[src/rtl/mts_pkg.sv]
`default_nettype none

package mts_pkg;

  localparam int MONTH_BINS = 12;
  localparam int AVG_SUM_W  = 20;   // sum of twelve Q8.8 averages
  localparam int IN_W       = 16;
  localparam int OUT_W      = 72;

  // year mean: (mag + 6) / 12 = (((mag + 6) >> 2) * 43691) >> 17, exact while
  // the quarter stays below 2^17
  localparam int          YEAR_RECIP_SH = 17;
  localparam logic [16:0] YEAR_RECIP    = 17'd43691;

  localparam logic [3:0] YEAR_ROW   = 4'd12;
  localparam logic       OP_RECORD  = 1'b0;
  localparam logic       OP_REPORT  = 1'b1;

  localparam logic signed [7:0] EMPTY_LOW  = 8'sd100;
  localparam logic signed [7:0] EMPTY_HIGH = -8'sd100;

  typedef struct packed {
    logic       rec_we;
    logic       yr_clear;
    logic       prep;
    logic       div_start;
    logic       row_load;
    logic       row_last;
    logic       clear_bins;
    logic [3:0] row;
  } mts_cmd_t;

  typedef struct packed {
    logic div_busy;
    logic out_free;
  } mts_stat_t;

endpackage

`default_nettype wire

[src/rtl/monthly_temperature_statistics.sv]
// Monthly temperature statistics.
// Input stream: one word per record or report command. in_tuser is the opcode
// (record or report). A record updates its month bin as it is accepted, so
// records stream at one word per clock while no report is in progress and
// produce no output. A report word sweeps the rows: each month row is averaged
// by the shared restoring divider, whose quotient has QW = max(COUNT_BITS + 8 +
// FRACTION_BITS, 20) + 1 bits and forms the rounded average. The year row
// skips the divider, its mean of the twelve averages coming from a reciprocal
// multiply. in_tready is low for the sweep.
// Output stream: one word per row, out_tlast on the last row. Rows sit in an
// output register; a stalled receiver holds the current row and the sweep
// waits for it. Bins clear as the last row is loaded, so new records may be
// taken while that row is still waiting.
// cfg_wr_en writes report_month (0 or 13..15 = all rows plus year, 1..12 = that
// month only); write it only while no report is in progress.
// Reset (rst_n low, synchronous) clears all bins, the selector and the
// output valid flag.
`default_nettype none

module monthly_temperature_statistics #(
  parameter int COUNT_BITS    = 16,
  parameter int FRACTION_BITS = 8
) (
  input  wire logic        clk,
  input  wire logic        rst_n,
  input  wire logic        in_tvalid,
  output logic             in_tready,
  input  wire logic [15:0] in_tdata,   // month[3:0], temperature[11:4], parsed_ok[12]
  input  wire logic        in_tuser,   // opcode
  output logic             out_tvalid,
  input  wire logic        out_tready,
  output logic [71:0]      out_tdata,  // row_index[3:0], value_count[19:4],
                                       // error_count[35:20], average_q8[51:36],
                                       // minimum[59:52], maximum[67:60]
  output logic             out_tlast,  // last_row
  input  wire logic        cfg_wr_en,
  input  wire logic [3:0]  cfg_wr_data // report_month
);

  mts_pkg::mts_cmd_t  cmd;
  mts_pkg::mts_stat_t stat;

  mts_ctrl u_ctrl (
    .clk         (clk),
    .rst_n       (rst_n),
    .in_tvalid   (in_tvalid),
    .in_tuser    (in_tuser),
    .in_tready   (in_tready),
    .cfg_wr_en   (cfg_wr_en),
    .cfg_wr_data (cfg_wr_data),
    .stat        (stat),
    .cmd         (cmd)
  );

  mts_datapath #(
    .COUNT_BITS    (COUNT_BITS),
    .FRACTION_BITS (FRACTION_BITS)
  ) u_dp (
    .clk        (clk),
    .rst_n      (rst_n),
    .cmd        (cmd),
    .stat       (stat),
    .in_tdata   (in_tdata),
    .out_tvalid (out_tvalid),
    .out_tready (out_tready),
    .out_tdata  (out_tdata),
    .out_tlast  (out_tlast)
  );

endmodule

`default_nettype wire

[src/rtl/mts_div.sv]
`default_nettype none

// Restoring divider, one quotient bit per cycle. Rounds to nearest by
// adding half the divisor to the dividend at load.
module mts_div #(
  parameter int DVD_W = 32,
  parameter int DVS_W = 16
) (
  input  wire logic             clk,
  input  wire logic             rst_n,
  input  wire logic             start,
  input  wire logic [DVD_W-1:0] dividend,
  input  wire logic [DVS_W-1:0] divisor,
  output logic                  busy,
  output logic [DVD_W:0]        quotient
);

  localparam int QW    = DVD_W + 1;
  localparam int CNT_W = $clog2(QW + 1);

  logic [QW-1:0]    acc_r;
  logic [DVS_W-1:0] rem_r;
  logic [DVS_W-1:0] den_r;
  logic [CNT_W-1:0] cnt_r;

  logic [DVS_W:0] trial;
  logic [DVS_W:0] diff;
  logic           fits;

  assign trial = {rem_r, acc_r[QW-1]};
  assign fits  = trial >= {1'b0, den_r};
  assign diff  = trial - {1'b0, den_r};

  always_ff @(posedge clk) begin
    if (!rst_n) begin
      cnt_r <= '0;
    end else if (start) begin
      cnt_r <= CNT_W'(QW);
    end else if (cnt_r != '0) begin
      cnt_r <= cnt_r - 1'b1;
    end
  end

  always_ff @(posedge clk) begin
    if (start) begin
      acc_r <= QW'(dividend) + QW'(divisor >> 1);
      rem_r <= '0;
      den_r <= divisor;
    end else if (cnt_r != '0) begin
      acc_r <= {acc_r[QW-2:0], fits};
      rem_r <= fits ? diff[DVS_W-1:0] : trial[DVS_W-1:0];
    end
  end

  assign busy     = cnt_r != '0;
  assign quotient = acc_r;

endmodule

`default_nettype wire

[src/rtl/mts_datapath.sv]
`default_nettype none

module mts_datapath #(
  parameter int COUNT_BITS    = 16,
  parameter int FRACTION_BITS = 8
) (
  input  wire logic                     clk,
  input  wire logic                     rst_n,
  input  wire mts_pkg::mts_cmd_t        cmd,
  output mts_pkg::mts_stat_t            stat,
  input  wire logic [mts_pkg::IN_W-1:0] in_tdata,
  output logic                          out_tvalid,
  input  wire logic                     out_tready,
  output logic [mts_pkg::OUT_W-1:0]     out_tdata,
  output logic                          out_tlast
);

  localparam int SUM_W = COUNT_BITS + 8;
  localparam int MAG_W = (SUM_W + FRACTION_BITS > mts_pkg::AVG_SUM_W) ?
                         SUM_W + FRACTION_BITS : mts_pkg::AVG_SUM_W;
  localparam int QW    = MAG_W + 1;
  localparam int TOT_W = COUNT_BITS + 4;
  localparam int SAT_W = (TOT_W > 16) ? TOT_W : 17;
  localparam int AS_W  = mts_pkg::AVG_SUM_W;
  localparam int YP_W  = AS_W - 2 + mts_pkg::YEAR_RECIP_SH;

  function automatic logic [15:0] sat16(input logic [SAT_W-1:0] v);
    sat16 = (v > SAT_W'(17'h0FFFF)) ? 16'hFFFF : v[15:0];
  endfunction

  // month bins
  logic signed [SUM_W-1:0]  bin_sum_r    [mts_pkg::MONTH_BINS];
  logic [COUNT_BITS-1:0]    bin_count_r  [mts_pkg::MONTH_BINS];
  logic [COUNT_BITS-1:0]    bin_errors_r [mts_pkg::MONTH_BINS];
  logic signed [7:0]        bin_low_r    [mts_pkg::MONTH_BINS];
  logic signed [7:0]        bin_high_r   [mts_pkg::MONTH_BINS];

  // record decode
  logic [3:0]              month;
  logic signed [7:0]       temp;
  logic                    parsed_ok;
  logic                    month_ok;
  logic [3:0]              midx;
  logic signed [SUM_W-1:0] cur_sum;
  logic [COUNT_BITS-1:0]   cur_cnt;
  logic [COUNT_BITS-1:0]   cur_err;
  logic signed [7:0]       cur_low;
  logic signed [7:0]       cur_high;

  assign month     = in_tdata[3:0];
  assign temp      = signed'(in_tdata[11:4]);
  assign parsed_ok = in_tdata[12];
  assign month_ok  = month inside {[4'd1:4'd12]};
  assign midx      = month - 4'd1;
  assign cur_sum   = bin_sum_r[midx];
  assign cur_cnt   = bin_count_r[midx];
  assign cur_err   = bin_errors_r[midx];
  assign cur_low   = bin_low_r[midx];
  assign cur_high  = bin_high_r[midx];

  always_ff @(posedge clk) begin
    if (!rst_n || cmd.clear_bins) begin
      for (int i = 0; i < mts_pkg::MONTH_BINS; i++) begin
        bin_sum_r[i]    <= '0;
        bin_count_r[i]  <= '0;
        bin_errors_r[i] <= '0;
        bin_low_r[i]    <= mts_pkg::EMPTY_LOW;
        bin_high_r[i]   <= mts_pkg::EMPTY_HIGH;
      end
    end else if (cmd.rec_we && month_ok) begin
      if (!parsed_ok) begin
        if (cur_err != '1) begin
          bin_errors_r[midx] <= cur_err + 1'b1;
        end
      end else begin
        // first valid word of a bin sets both extremes
        if (cur_cnt == '0) begin
          bin_low_r[midx]  <= temp;
          bin_high_r[midx] <= temp;
        end else begin
          if (temp < cur_low) begin
            bin_low_r[midx] <= temp;
          end
          if (temp > cur_high) begin
            bin_high_r[midx] <= temp;
          end
        end
        if (cur_cnt != '1) begin
          bin_sum_r[midx]   <= cur_sum + SUM_W'(temp);
          bin_count_r[midx] <= cur_cnt + 1'b1;
        end
      end
    end
  end

  // report row read
  logic                    is_year;
  logic [3:0]              rix;
  logic signed [SUM_W-1:0] rd_sum;
  logic [COUNT_BITS-1:0]   rd_cnt;
  logic [COUNT_BITS-1:0]   rd_err;
  logic signed [7:0]       rd_low;
  logic signed [7:0]       rd_high;

  assign is_year = cmd.row == mts_pkg::YEAR_ROW;
  assign rix     = is_year ? 4'd0 : cmd.row;
  assign rd_sum  = bin_sum_r[rix];
  assign rd_cnt  = bin_count_r[rix];
  assign rd_err  = bin_errors_r[rix];
  assign rd_low  = bin_low_r[rix];
  assign rd_high = bin_high_r[rix];

  // year accumulators
  logic [TOT_W-1:0]       tot_cnt_r;
  logic [TOT_W-1:0]       tot_err_r;
  logic signed [AS_W-1:0] avg_sum_r;
  logic signed [7:0]      yr_low_r;
  logic signed [7:0]      yr_high_r;
  logic                   yr_any_r;

  // divider operands
  logic [MAG_W-1:0]      mag_r;
  logic [COUNT_BITS-1:0] den_r;
  logic                  neg_r;
  logic                  zero_r;
  logic [SUM_W-1:0]      abs_sum;
  logic [AS_W-1:0]       abs_avg;
  logic                  div_busy;
  logic [QW-1:0]         quot;

  assign abs_sum = rd_sum[SUM_W-1] ? SUM_W'(-rd_sum) : SUM_W'(rd_sum);
  assign abs_avg = avg_sum_r[AS_W-1] ? AS_W'(-avg_sum_r) : AS_W'(avg_sum_r);

  always_ff @(posedge clk) begin
    if (cmd.prep) begin
      if (is_year) begin
        neg_r  <= avg_sum_r[AS_W-1];
        mag_r  <= MAG_W'(abs_avg);
        zero_r <= 1'b0;
      end else begin
        neg_r  <= rd_sum[SUM_W-1];
        mag_r  <= MAG_W'(abs_sum) << FRACTION_BITS;
        den_r  <= rd_cnt;
        zero_r <= rd_cnt == '0;
      end
    end
  end

  mts_div #(
    .DVD_W (MAG_W),
    .DVS_W (COUNT_BITS)
  ) u_div (
    .clk      (clk),
    .rst_n    (rst_n),
    .start    (cmd.div_start),
    .dividend (mag_r),
    .divisor  (den_r),
    .busy     (div_busy),
    .quotient (quot)
  );

  // year mean of the twelve averages, rounded by the bias of half of twelve
  logic [AS_W-1:0] yr_biased;
  logic [AS_W-3:0] yr_quarter;
  logic [YP_W-1:0] yr_prod;
  logic [QW-1:0]   yr_quot;
  logic [QW-1:0]   avg_quot;

  assign yr_biased  = mag_r[AS_W-1:0] + AS_W'(mts_pkg::MONTH_BINS / 2);
  assign yr_quarter = yr_biased[AS_W-1:2];
  assign yr_prod    = yr_quarter * mts_pkg::YEAR_RECIP;
  assign yr_quot    = QW'(yr_prod[YP_W-1:mts_pkg::YEAR_RECIP_SH]);
  assign avg_quot   = is_year ? yr_quot : quot;

  logic signed [15:0] avg_val;

  always_comb begin
    if (zero_r) begin
      avg_val = '0;
    end else if (neg_r) begin
      avg_val = (avg_quot > QW'(32768)) ? 16'sh8000 : signed'(16'(QW'(0) - avg_quot));
    end else begin
      avg_val = (avg_quot > QW'(32767)) ? 16'sh7FFF : signed'(avg_quot[15:0]);
    end
  end

  always_ff @(posedge clk) begin
    if (cmd.yr_clear) begin
      tot_cnt_r <= '0;
      tot_err_r <= '0;
      avg_sum_r <= '0;
      yr_low_r  <= mts_pkg::EMPTY_LOW;
      yr_high_r <= mts_pkg::EMPTY_HIGH;
      yr_any_r  <= 1'b0;
    end else if (cmd.row_load && !is_year) begin
      tot_cnt_r <= tot_cnt_r + TOT_W'(rd_cnt);
      tot_err_r <= tot_err_r + TOT_W'(rd_err);
      avg_sum_r <= avg_sum_r + AS_W'(avg_val);
      if (rd_cnt != '0) begin
        if (!yr_any_r || rd_low < yr_low_r) begin
          yr_low_r <= rd_low;
        end
        if (!yr_any_r || rd_high > yr_high_r) begin
          yr_high_r <= rd_high;
        end
        yr_any_r <= 1'b1;
      end
    end
  end

  // row fields
  logic [15:0]       row_cnt;
  logic [15:0]       row_err;
  logic signed [7:0] row_low;
  logic signed [7:0] row_high;

  always_comb begin
    if (is_year) begin
      row_cnt  = sat16(SAT_W'(tot_cnt_r));
      row_err  = sat16(SAT_W'(tot_err_r));
      row_low  = yr_any_r ? yr_low_r : mts_pkg::EMPTY_LOW;
      row_high = yr_any_r ? yr_high_r : mts_pkg::EMPTY_HIGH;
    end else begin
      row_cnt  = sat16(SAT_W'(rd_cnt));
      row_err  = sat16(SAT_W'(rd_err));
      row_low  = rd_low;
      row_high = rd_high;
    end
  end

  // output word register
  logic                     out_valid_r;
  logic [mts_pkg::OUT_W-1:0] out_data_r;
  logic                     out_last_r;

  always_ff @(posedge clk) begin
    if (!rst_n) begin
      out_valid_r <= 1'b0;
    end else if (cmd.row_load) begin
      out_valid_r <= 1'b1;
    end else if (out_tready) begin
      out_valid_r <= 1'b0;
    end
  end

  always_ff @(posedge clk) begin
    if (cmd.row_load) begin
      out_data_r <= {4'b0, row_high, row_low, avg_val, row_err, row_cnt, cmd.row};
      out_last_r <= cmd.row_last;
    end
  end

  assign out_tvalid    = out_valid_r;
  assign out_tdata     = out_data_r;
  assign out_tlast     = out_last_r;
  assign stat.out_free = !out_valid_r || out_tready;
  assign stat.div_busy = div_busy;

endmodule

`default_nettype wire

[src/rtl/mts_ctrl.sv]
`default_nettype none

module mts_ctrl (
  input  wire logic               clk,
  input  wire logic               rst_n,
  input  wire logic               in_tvalid,
  input  wire logic               in_tuser,
  output logic                    in_tready,
  input  wire logic               cfg_wr_en,
  input  wire logic [3:0]         cfg_wr_data,
  input  wire mts_pkg::mts_stat_t stat,
  output mts_pkg::mts_cmd_t       cmd
);

  typedef enum logic [4:0] {
    ST_IDLE  = 5'b00001,
    ST_PREP  = 5'b00010,
    ST_START = 5'b00100,
    ST_DIV   = 5'b01000,
    ST_LOAD  = 5'b10000
  } state_t;

  state_t     state_r, state_nxt;
  logic [3:0] row_r, row_nxt;
  logic       single_r, single_nxt;
  logic [3:0] rpt_month_r;

  always_ff @(posedge clk) begin
    if (!rst_n) begin
      state_r     <= ST_IDLE;
      row_r       <= '0;
      single_r    <= 1'b0;
      rpt_month_r <= '0;
    end else begin
      state_r  <= state_nxt;
      row_r    <= row_nxt;
      single_r <= single_nxt;
      if (cfg_wr_en) begin
        rpt_month_r <= cfg_wr_data;
      end
    end
  end

  always_comb begin
    cmd        = '0;
    cmd.row    = row_r;
    in_tready  = state_r == ST_IDLE;
    state_nxt  = state_r;
    row_nxt    = row_r;
    single_nxt = single_r;
    case (state_r)
      ST_IDLE: begin
        if (in_tvalid) begin
          if (in_tuser == mts_pkg::OP_RECORD) begin
            cmd.rec_we = 1'b1;
          end else begin
            cmd.yr_clear = 1'b1;
            // out-of-range selector reports the full year
            if (rpt_month_r inside {[4'd1:4'd12]}) begin
              single_nxt = 1'b1;
              row_nxt    = rpt_month_r - 4'd1;
            end else begin
              single_nxt = 1'b0;
              row_nxt    = 4'd0;
            end
            state_nxt = ST_PREP;
          end
        end
      end
      ST_PREP: begin
        cmd.prep  = 1'b1;
        // year mean comes from a multiply, no divide pass
        state_nxt = (row_r == mts_pkg::YEAR_ROW) ? ST_LOAD : ST_START;
      end
      ST_START: begin
        cmd.div_start = 1'b1;
        state_nxt     = ST_DIV;
      end
      ST_DIV: begin
        if (!stat.div_busy) begin
          state_nxt = ST_LOAD;
        end
      end
      ST_LOAD: begin
        if (stat.out_free) begin
          cmd.row_load = 1'b1;
          cmd.row_last = single_r || row_r == mts_pkg::YEAR_ROW;
          if (cmd.row_last) begin
            cmd.clear_bins = 1'b1;
            state_nxt      = ST_IDLE;
          end else begin
            row_nxt   = row_r + 4'd1;
            state_nxt = ST_PREP;
          end
        end
      end
      default: begin
        state_nxt = ST_IDLE;
      end
    endcase
  end

endmodule

`default_nettype wire

[config.mk]
export PLATFORM = sky130hd
export DESIGN_NAME = monthly_temperature_statistics
export DESIGN_NICKNAME = d
export VERILOG_FILES = /design/src/rtl/mts_pkg.sv /design/src/rtl/monthly_temperature_statistics.sv /design/src/rtl/mts_div.sv /design/src/rtl/mts_datapath.sv /design/src/rtl/mts_ctrl.sv
export SDC_FILE = /design/constraint.sdc
export NUM_CORES = 2
export LEC_CHECK = 0
export CAP_MARGIN = 15
export CORE_MARGIN = 3
export CORE_UTILIZATION = 38
export CTS_BUF_LIST = sky130_fd_sc_hd__clkbuf_8 sky130_fd_sc_hd__clkbuf_16
export DETAILED_ROUTE_END_ITERATION = 12
export DONT_BUFFER_PORTS = 1
export PLACE_DENSITY = 0.5
export SKIP_CTS_REPAIR_TIMING = 1
export SLEW_MARGIN = 20
export SYNTH_ARGS = -nofsm -noshare
export SYNTH_HDL_FRONTEND = slang
export SYNTH_SLANG_ARGS = --single-unit
[constraint.sdc]
create_clock -name clk -period 9.75 [get_ports clk]
set_input_delay 0.975 -clock clk [delete_from_list [all_inputs] [get_ports clk]]
set_output_delay 0.975 -clock clk [all_outputs]
set_load 0.05 [all_outputs]
# ---- After elaboration in Yosys (flattened, before gate mapping)
# Memories as Yosys holds them, arrays and structs flattened.
# Index checks and enable logic that the tools add are counted.
dict set report totals {
  register_bits 282
  ram_bits 864
  input_bits 26
  out_inout_bits 75
  wordCells 207
  mem_count 5
}
dict set report op_classes {
  addsub 16
  multipliers 1
  magnitude_cmp 13
  n_eq_ne 13
  mux 94
  bitwise_logic 5
  n_reduce_logical 35
}
# memory words width rd rd_clocked_by_memory_dff wr line_no
set memory_table {}
lappend memory_table {u_dp.bin_sum_r 12 24 2 0 12 mts_datapath.sv:32} ;# logic signed [SUM_W-1:0] bin_sum_r [mts_pkg::MONTH_BINS];
lappend memory_table {u_dp.bin_count_r 12 16 2 0 12 mts_datapath.sv:33} ;# logic [COUNT_BITS-1:0] bin_count_r [mts_pkg::MONTH_BINS];
lappend memory_table {u_dp.bin_errors_r 12 16 2 0 12 mts_datapath.sv:34} ;# logic [COUNT_BITS-1:0] bin_errors_r [mts_pkg::MONTH_BINS];
lappend memory_table {u_dp.bin_high_r 12 8 2 0 12 mts_datapath.sv:36} ;# logic signed [7:0] bin_high_r [mts_pkg::MONTH_BINS];
lappend memory_table {u_dp.bin_low_r 12 8 2 0 12 mts_datapath.sv:35} ;# logic signed [7:0] bin_low_r [mts_pkg::MONTH_BINS];
# cell n
set ops {}
lappend ops {{$mux 16} 11}
lappend ops {{$mux 33} 3}
lappend ops {{$mux 8} 8}
lappend ops {{$add 20x16->20} 3}
lappend ops {{$mux 4} 11}
lappend ops {{$mux 1} 43}
lappend ops {{$gt 20x16->1 const B} 2}
lappend ops {{$mux 20} 2}
lappend ops {{$mul 18x16->34 const B} 1}
lappend ops {{$add 32x15->33} 1}
lappend ops {{$gt 33x15->1 const B} 1}
lappend ops {{$gt 33x16->1 const B} 1}
lappend ops {{$add 16x1->16 const B} 2}
lappend ops {{$logic_not 16->1} 2}
lappend ops {{$ne 16x16->1 const B} 2}
lappend ops {{$reduce_or 16->1} 2}
lappend ops {{$mux 5} 5}
lappend ops {{$pmux 5 s5} 1}
lappend ops {{$add 24x8->24} 1}
lappend ops {{$mux 24} 1}
lappend ops {{$neg 24->24} 1}
lappend ops {{$reduce_or 24->1} 1}
lappend ops {{$mux 23} 1}
lappend ops {{$add 20x3->20 const B} 1}
lappend ops {{37 further kinds} 70}

# ---- Logic depth before layout (Yosys ltp)
# An unclocked memory read counts as a cell.
dict set report depth {
  ltp_word 12
  depth_mapped 48
  ltp_nobuf 47
}

# ---- By module
# From an unflattened synthesis, not the netlist that was laid out.
dict set report unflattened {
  hier_cells 5979
  hier_area_um2 81494.4
}
# mod n_inst cells_each area_per_inst_um2 seq_area_each_um2
set by_module_without_submodules {}
lappend by_module_without_submodules {mts_datapath 1 5388 75865.3 39728.1}
lappend by_module_without_submodules {mts_div 1 486 4709.5 1911.8}
lappend by_module_without_submodules {mts_ctrl 1 105 919.6 280.3}

# ---- Worst setup path after synthesis
# Ideal clock, no wire load.
dict set report synth_timing {
  path_type {flip-flop to flip-flop}
  from {register u_dp.mag_r[1]}
  to {register u_dp.avg_sum_r[19]}
  setup_time_ns 0.073
  t_arrival_ns 10.547
  required_time_ns 9.677
  path_slack_ns -0.870
  stages_incl_launch_ff 47
  n_path_buf 1
  period_less_slack_ns 10.620
  path_cell_list {edfxtp_1 > inv_1 > ha_1 > nor2_1 > and3_1 > nand3_1 > xnor2_1 > ha_1 > ha_1 > inv_1 > fa_1 > inv_1 > fa_1 > fa_1 > inv_1 > fa_1 > inv_1 > ha_1 > [11 not listed] > nor4_2 > a31o_2 > nand2_1 > a221o_1 > inv_1 > ha_1 > a21o_1 > a21o_1 > a211oi_1 > nor3_1 > and3b_1 > o311ai_0 > a31o_2 > a21oi_1 > o21ai_0 > or2_2 > mux2i_1 > mux2i_1}
}
dict set report synth_via {
  elab_chain_cells 8
  word_cells_on_any_way 11
  classes_between {add/sub: 3; mul: 1; order compare: 2; mux: 5}
}
# item line_no
set synth_rtl {}
lappend synth_rtl {{start, declared} mts_datapath.sv:122} ;# logic [MAG_W-1:0] mag_r;
lappend synth_rtl {{start signal, assigned} mts_datapath.sv:138} ;# mag_r <= MAG_W'(abs_avg);
lappend synth_rtl {{start signal, assigned} mts_datapath.sv:142} ;# mag_r <= MAG_W'(abs_sum) << FRACTION_BITS;
lappend synth_rtl {{$add 20x3->20 *} mts_datapath.sv:169} ;# assign yr_biased = mag_r[AS_W-1:0] + AS_W'(mts_pkg::MONTH_BINS / 2);
lappend synth_rtl {{$mul 18x16->34 *} mts_datapath.sv:171} ;# assign yr_prod = yr_quarter * mts_pkg::YEAR_RECIP;
lappend synth_rtl {{$mux 33 *} mts_datapath.sv:173} ;# assign avg_quot = is_year ? yr_quot : quot;
lappend synth_rtl {{$gt 33x15->1, or another cell as far along} mts_datapath.sv:183} ;# avg_val = (avg_quot > QW'(32767)) ? 16'sh7FFF : signed'(avg_quot[15:0]);
lappend synth_rtl {{$mux 16 (on tied branches)} {mts_datapath.sv:183, mts_datapath.sv:181}}
lappend synth_rtl {{$mux 16 *} mts_datapath.sv:180} ;# end else if (neg_r) begin
lappend synth_rtl {{$mux 16 *} mts_datapath.sv:178} ;# if (zero_r) begin
lappend synth_rtl {{net u_dp.avg_val[1]} mts_datapath.sv:175} ;# logic signed [15:0] avg_val;
lappend synth_rtl {{$add 20x16->20 *} mts_datapath.sv:198} ;# avg_sum_r <= avg_sum_r + AS_W'(avg_val);
lappend synth_rtl {{end signal, assigned} mts_datapath.sv:198}
lappend synth_rtl {{end, declared} mts_datapath.sv:116} ;# logic signed [AS_W-1:0] avg_sum_r;
# Mark *: on every way through the listed nets, which the timed path passes. The rest lies on a longest branch.
# A chain may end at the register's enable or synchronous reset.

# ---- Final worst setup path
dict set report layout_timing {
  from {register u_dp.mag_r[2]}
  to {register u_dp.avg_sum_r[19]}
}
# The elaborated chain is that of the path after synthesis.

==> results.sh <==
export IMPL_cts_max_level=4
export IMPL_timing_slew_headroom_pct=19.1
export IMPL_worst_setup_path_end_kind="register"
export IMPL_finalSetupViolCount=1
export IMPL_report_power_total_uw=24600
export IMPL_cap_violations=0
export IMPL_regToRegSetupSlack_ns=-0.05
export IMPL_yosys_warning_count=0
export IMPL_cp_start_kind="register"
export IMPL_layout_worst_path_cycle_share_pct=101
export IMPL_routabilityCongestion=0.850
export IMPL_run_status="finished, violations left"
export IMPL_reg2reg_from="u_dp.mag_r[2]"
export IMPL_min_from="rst_n"
export IMPL_post_dp_cell_area_um2=89100
export IMPL_clk_insertion_delay_late_ns=0.84
export IMPL_vias_per_cell=5.86
export IMPL_cts_path_max_buffers=3
export IMPL_yosys_most_used_dff="sky130_fd_sc_hd__edfxtp_1"
export IMPL_route_final_wire_length_mm=288
export IMPL_route_antenna_remaining_nets=0
export IMPL_cts_root_buffer="sky130_fd_sc_hd__clkbuf_16"
export IMPL_drt_pass1_iter_count=6
export IMPL_placementRows=172
export IMPL_area_of_the_placeable_core_um2=221000
export IMPL_postSynthRegisterBits=1434
export IMPL_crit_required_ns=10.50
export IMPL_max_vdd_ir_drop_v=0.000405
export IMPL_arrival_time_worst_endpoint_ns=10.55
export IMPL_pin_count_of_the_biggest_net_entering_global_routing=293
export IMPL_criticalPathCategory="reg -> reg"
export IMPL_clock_skew_ns=0.0465
export IMPL_utilization_pct=43.3
export IMPL_synth_async_reset_ratio_pct=0
export IMPL_die_height_um=478
export IMPL_finalHoldWorstSlack_ns=0.216
export IMPL_detail_route_iter0_violations=5874
export IMPL_port_buffers=0
export IMPL_tightest_slew_ns=1.21
export IMPL_synth_to_final_area_change_pct=12.9
export IMPL_synthesized_netlist_cell_count=7519
export IMPL_rr_worst_depth=45
export IMPL_maxClockFrequency_mhz=102
export IMPL_number_of_synthesized_flops_with_an_enable_pin=1320
export IMPL_cts_buffer_count=165
export IMPL_drt_wirelength_per_cell_um=27.1
export IMPL_ys_top_cells_by_area="sky130_fd_sc_hd__edfxtp_1, sky130_fd_sc_hd__mux4_2, sky130_fd_sc_hd__nor2_1"
export IMPL_layout_nets=7930
export IMPL_cp_slowest_cell="sky130_fd_sc_hd__fa_1"
export IMPL_timing_final_ws_setup_ns=-0.0504
export IMPL_power_density_nw_per_um2=257
export IMPL_post_synth_top_count_cell="sky130_fd_sc_hd__nor2_1"
export IMPL_timing_hold_worst_path_depth=1
export IMPL_clock_tree_from_tritoncts="done"
export IMPL_syn_area_um2=84600
export IMPL_drcViolationCount=0
export IMPL_r2r_end="u_dp.avg_sum_r[19]"
export IMPL_number_of_endpoints_with_negative_hold_slack_in_the_final_report=0
export IMPL_cts_sink_count=1434
export IMPL_whs_endpoint="u_ctrl.state_r[0]"
export IMPL_grt_overflow_total=0
export IMPL_synth_yosys_seq_area_share_pct=49.6
export IMPL_post_synth_num_cell_types=96
export IMPL_pre_cts_slack_ns=-0.545
export IMPL_detailed_place_hpwl_mm=179
export IMPL_vias=62200
export IMPL_crit_path_frequent_cell="sky130_fd_sc_hd__inv_2"
export IMPL_grt_usage_pct=24.6
export IMPL_area_share_of_the_largest_cell_type_after_synthesis_pct=46.9
export IMPL_design_portCount=101
export IMPL_dieArea_um2=228000
export IMPL_grt_pass1_wl_mm=417
export IMPL_period_needed_ns=9.80
export IMPL_die_w_um=478
export IMPL_avgSynthCellArea_um2=11.2
export IMPL_antenna_violations_before_repair=7
export IMPL_static_leakage_power_uw=0.0354
export IMPL_initial_core_utilization_pct=38.3
export IMPL_finalMaxSlewViolations=0
export IMPL_failed_checks="setup timing"
export IMPL_yosys_area_top_type="sky130_fd_sc_hd__edfxtp_1"
export IMPL_worst_hold_path_type="in -> reg"
export IMPL_rsz0062_at_grt="yes"
export IMPL_crit_path_max_incr_delay_ns=0.57
export IMPL_post_route_cells_drive_above_1_share_pct=16.2
export IMPL_final_area_um2=95500
export IMPL_cts_clk_slew_worst_paths_ns=0.06
export IMPL_worstPathMaxFanout=6
export IMPL_synth_cells_most_frequent="sky130_fd_sc_hd__nor2_1, sky130_fd_sc_hd__edfxtp_1, sky130_fd_sc_hd__a21oi_1, sky130_fd_sc_hd__mux2i_1, sky130_fd_sc_hd__nand2_1"
export IMPL_first_global_vias=60800
stage by stage:
stage / TNS (ns) / instances
floorplan: 0 / 7522
global placement: -2.11 / 10300
detailed placement: -3.08 / 10300
CTS: -3.30 / 10600
global route: -2.22 / 10600
finish: -0.0504 / 10600
placed cells by master, fill, tap and decap left out, drive strengths merged, types with 81 or more instances in the layout:
cell type,n
a21oi,614
a221oi,140
buf,392
clkbuf,186
dfxtp,114
edfxtp,1320
fa,98
ha,287
inv,427
mux2i,447
mux4,359
nand2,413
nand3,81
nor2,1376
o21ai,289
xnor2,94
xor2,104
cell type report:
cell class / count / area (µm²)
repair buffers: 392 / 3030
inverters: 385 / 1450
well taps: 2958 / 3700
diodes: 2 / 5.00
clock buffers: 186 / 4490
multi-input cells: 5141 / 39800
fillers: 20600 / 125000
clock inverters: 118 / 1020
flip-flops and latches: 1434 / 41900
report_power, final:
group	internal, µW	switching [µW]	total, µW	leakage [µW]
combinational	4290	6470	10800	0.0189
sequential	7210	245	7450	0.0137
clock	3710	2620	6340	0.00283
total	15200	9340	24600	0.0354
how the worst max path moves through the flow:
| stage | start | end | slack, ns | cells after the start |
|---|---|---|---|---|
| 6_report | u_dp.mag_r[2] | u_dp.avg_sum_r[19] | -0.05 | 45 |
| 5_1_grt | u_dp.mag_r[1] | u_dp.avg_sum_r[19] | -0.42 | 43 |
| 4_1_cts | u_dp.mag_r[5] | u_dp.avg_sum_r[19] | -0.57 | 43 |
| 3_5_place_dp | u_dp.mag_r[5] | u_dp.avg_sum_r[18] | -0.54 | 42 |
| 3_3_place_gp | u_dp.mag_r[1] | u_dp.avg_sum_r[18] | -0.43 | 44 |
| 2_1_floorplan | u_dp.mag_r[3] | u_dp.avg_sum_r[19] | 0.003 | 45 |
flip-flops by register name, indices dropped and copies added (netlist names), 20 cells and up:
signal / flops
u_dp.bin_high_r: 128
u_dp.bin_count_r: 256
u_dp.tot_cnt_r: 20
u_dp.u_div.quotient: 33
u_dp.mag_r: 32
u_dp.bin_low_r: 128
u_dp.avg_sum_r: 20
u_dp.bin_errors_r: 256
u_dp.bin_sum_r: 384
u_dp.tot_err_r: 20
u_dp.out_tdata: 68
critical path: cells and delay by family (launching register included):
| kind | cells | cell delay, ns |
|---|---|---|
| flip-flops | 1 | 0.51 |
| buffers and inverters | 8 | 0.56 |
| multiplexers | 3 | 0.66 |
| AO/OA/AOI/OAI | 12 | 2.19 |
| AND/OR/NAND/NOR | 11 | 2.24 |
| adder cells (fa/ha/maj) | 10 | 3.31 |
| XOR/XNOR | 1 | 0.24 |
logic make-up after synthesis:
family / Yosys count / synth area share [%]
adder cells (fa/ha/maj): 385 / 6.57
flip-flops: 1434 / 49.6
other: 1 / 0.00443
AND/OR/NAND/NOR: 2301 / 11.7
multiplexers: 814 / 15.0
AO/OA/AOI/OAI: 1439 / 10.5
XOR/XNOR: 198 / 2.07
buffers and inverters: 947 / 4.62
per-layer routing:
metal / global-route usage (%) / routed length (µm) / up-vias
met3: 4.64 / 23000 / 515
met2: 40.0 / 136000 / 2523
li1: - / - / 27600
met4: 8.10 / 9410 / 2
met1: 33.1 / 120000 / 31500
met5: 0 / 9 / -
No activity file was read; power rests on OpenSTA's default activity.
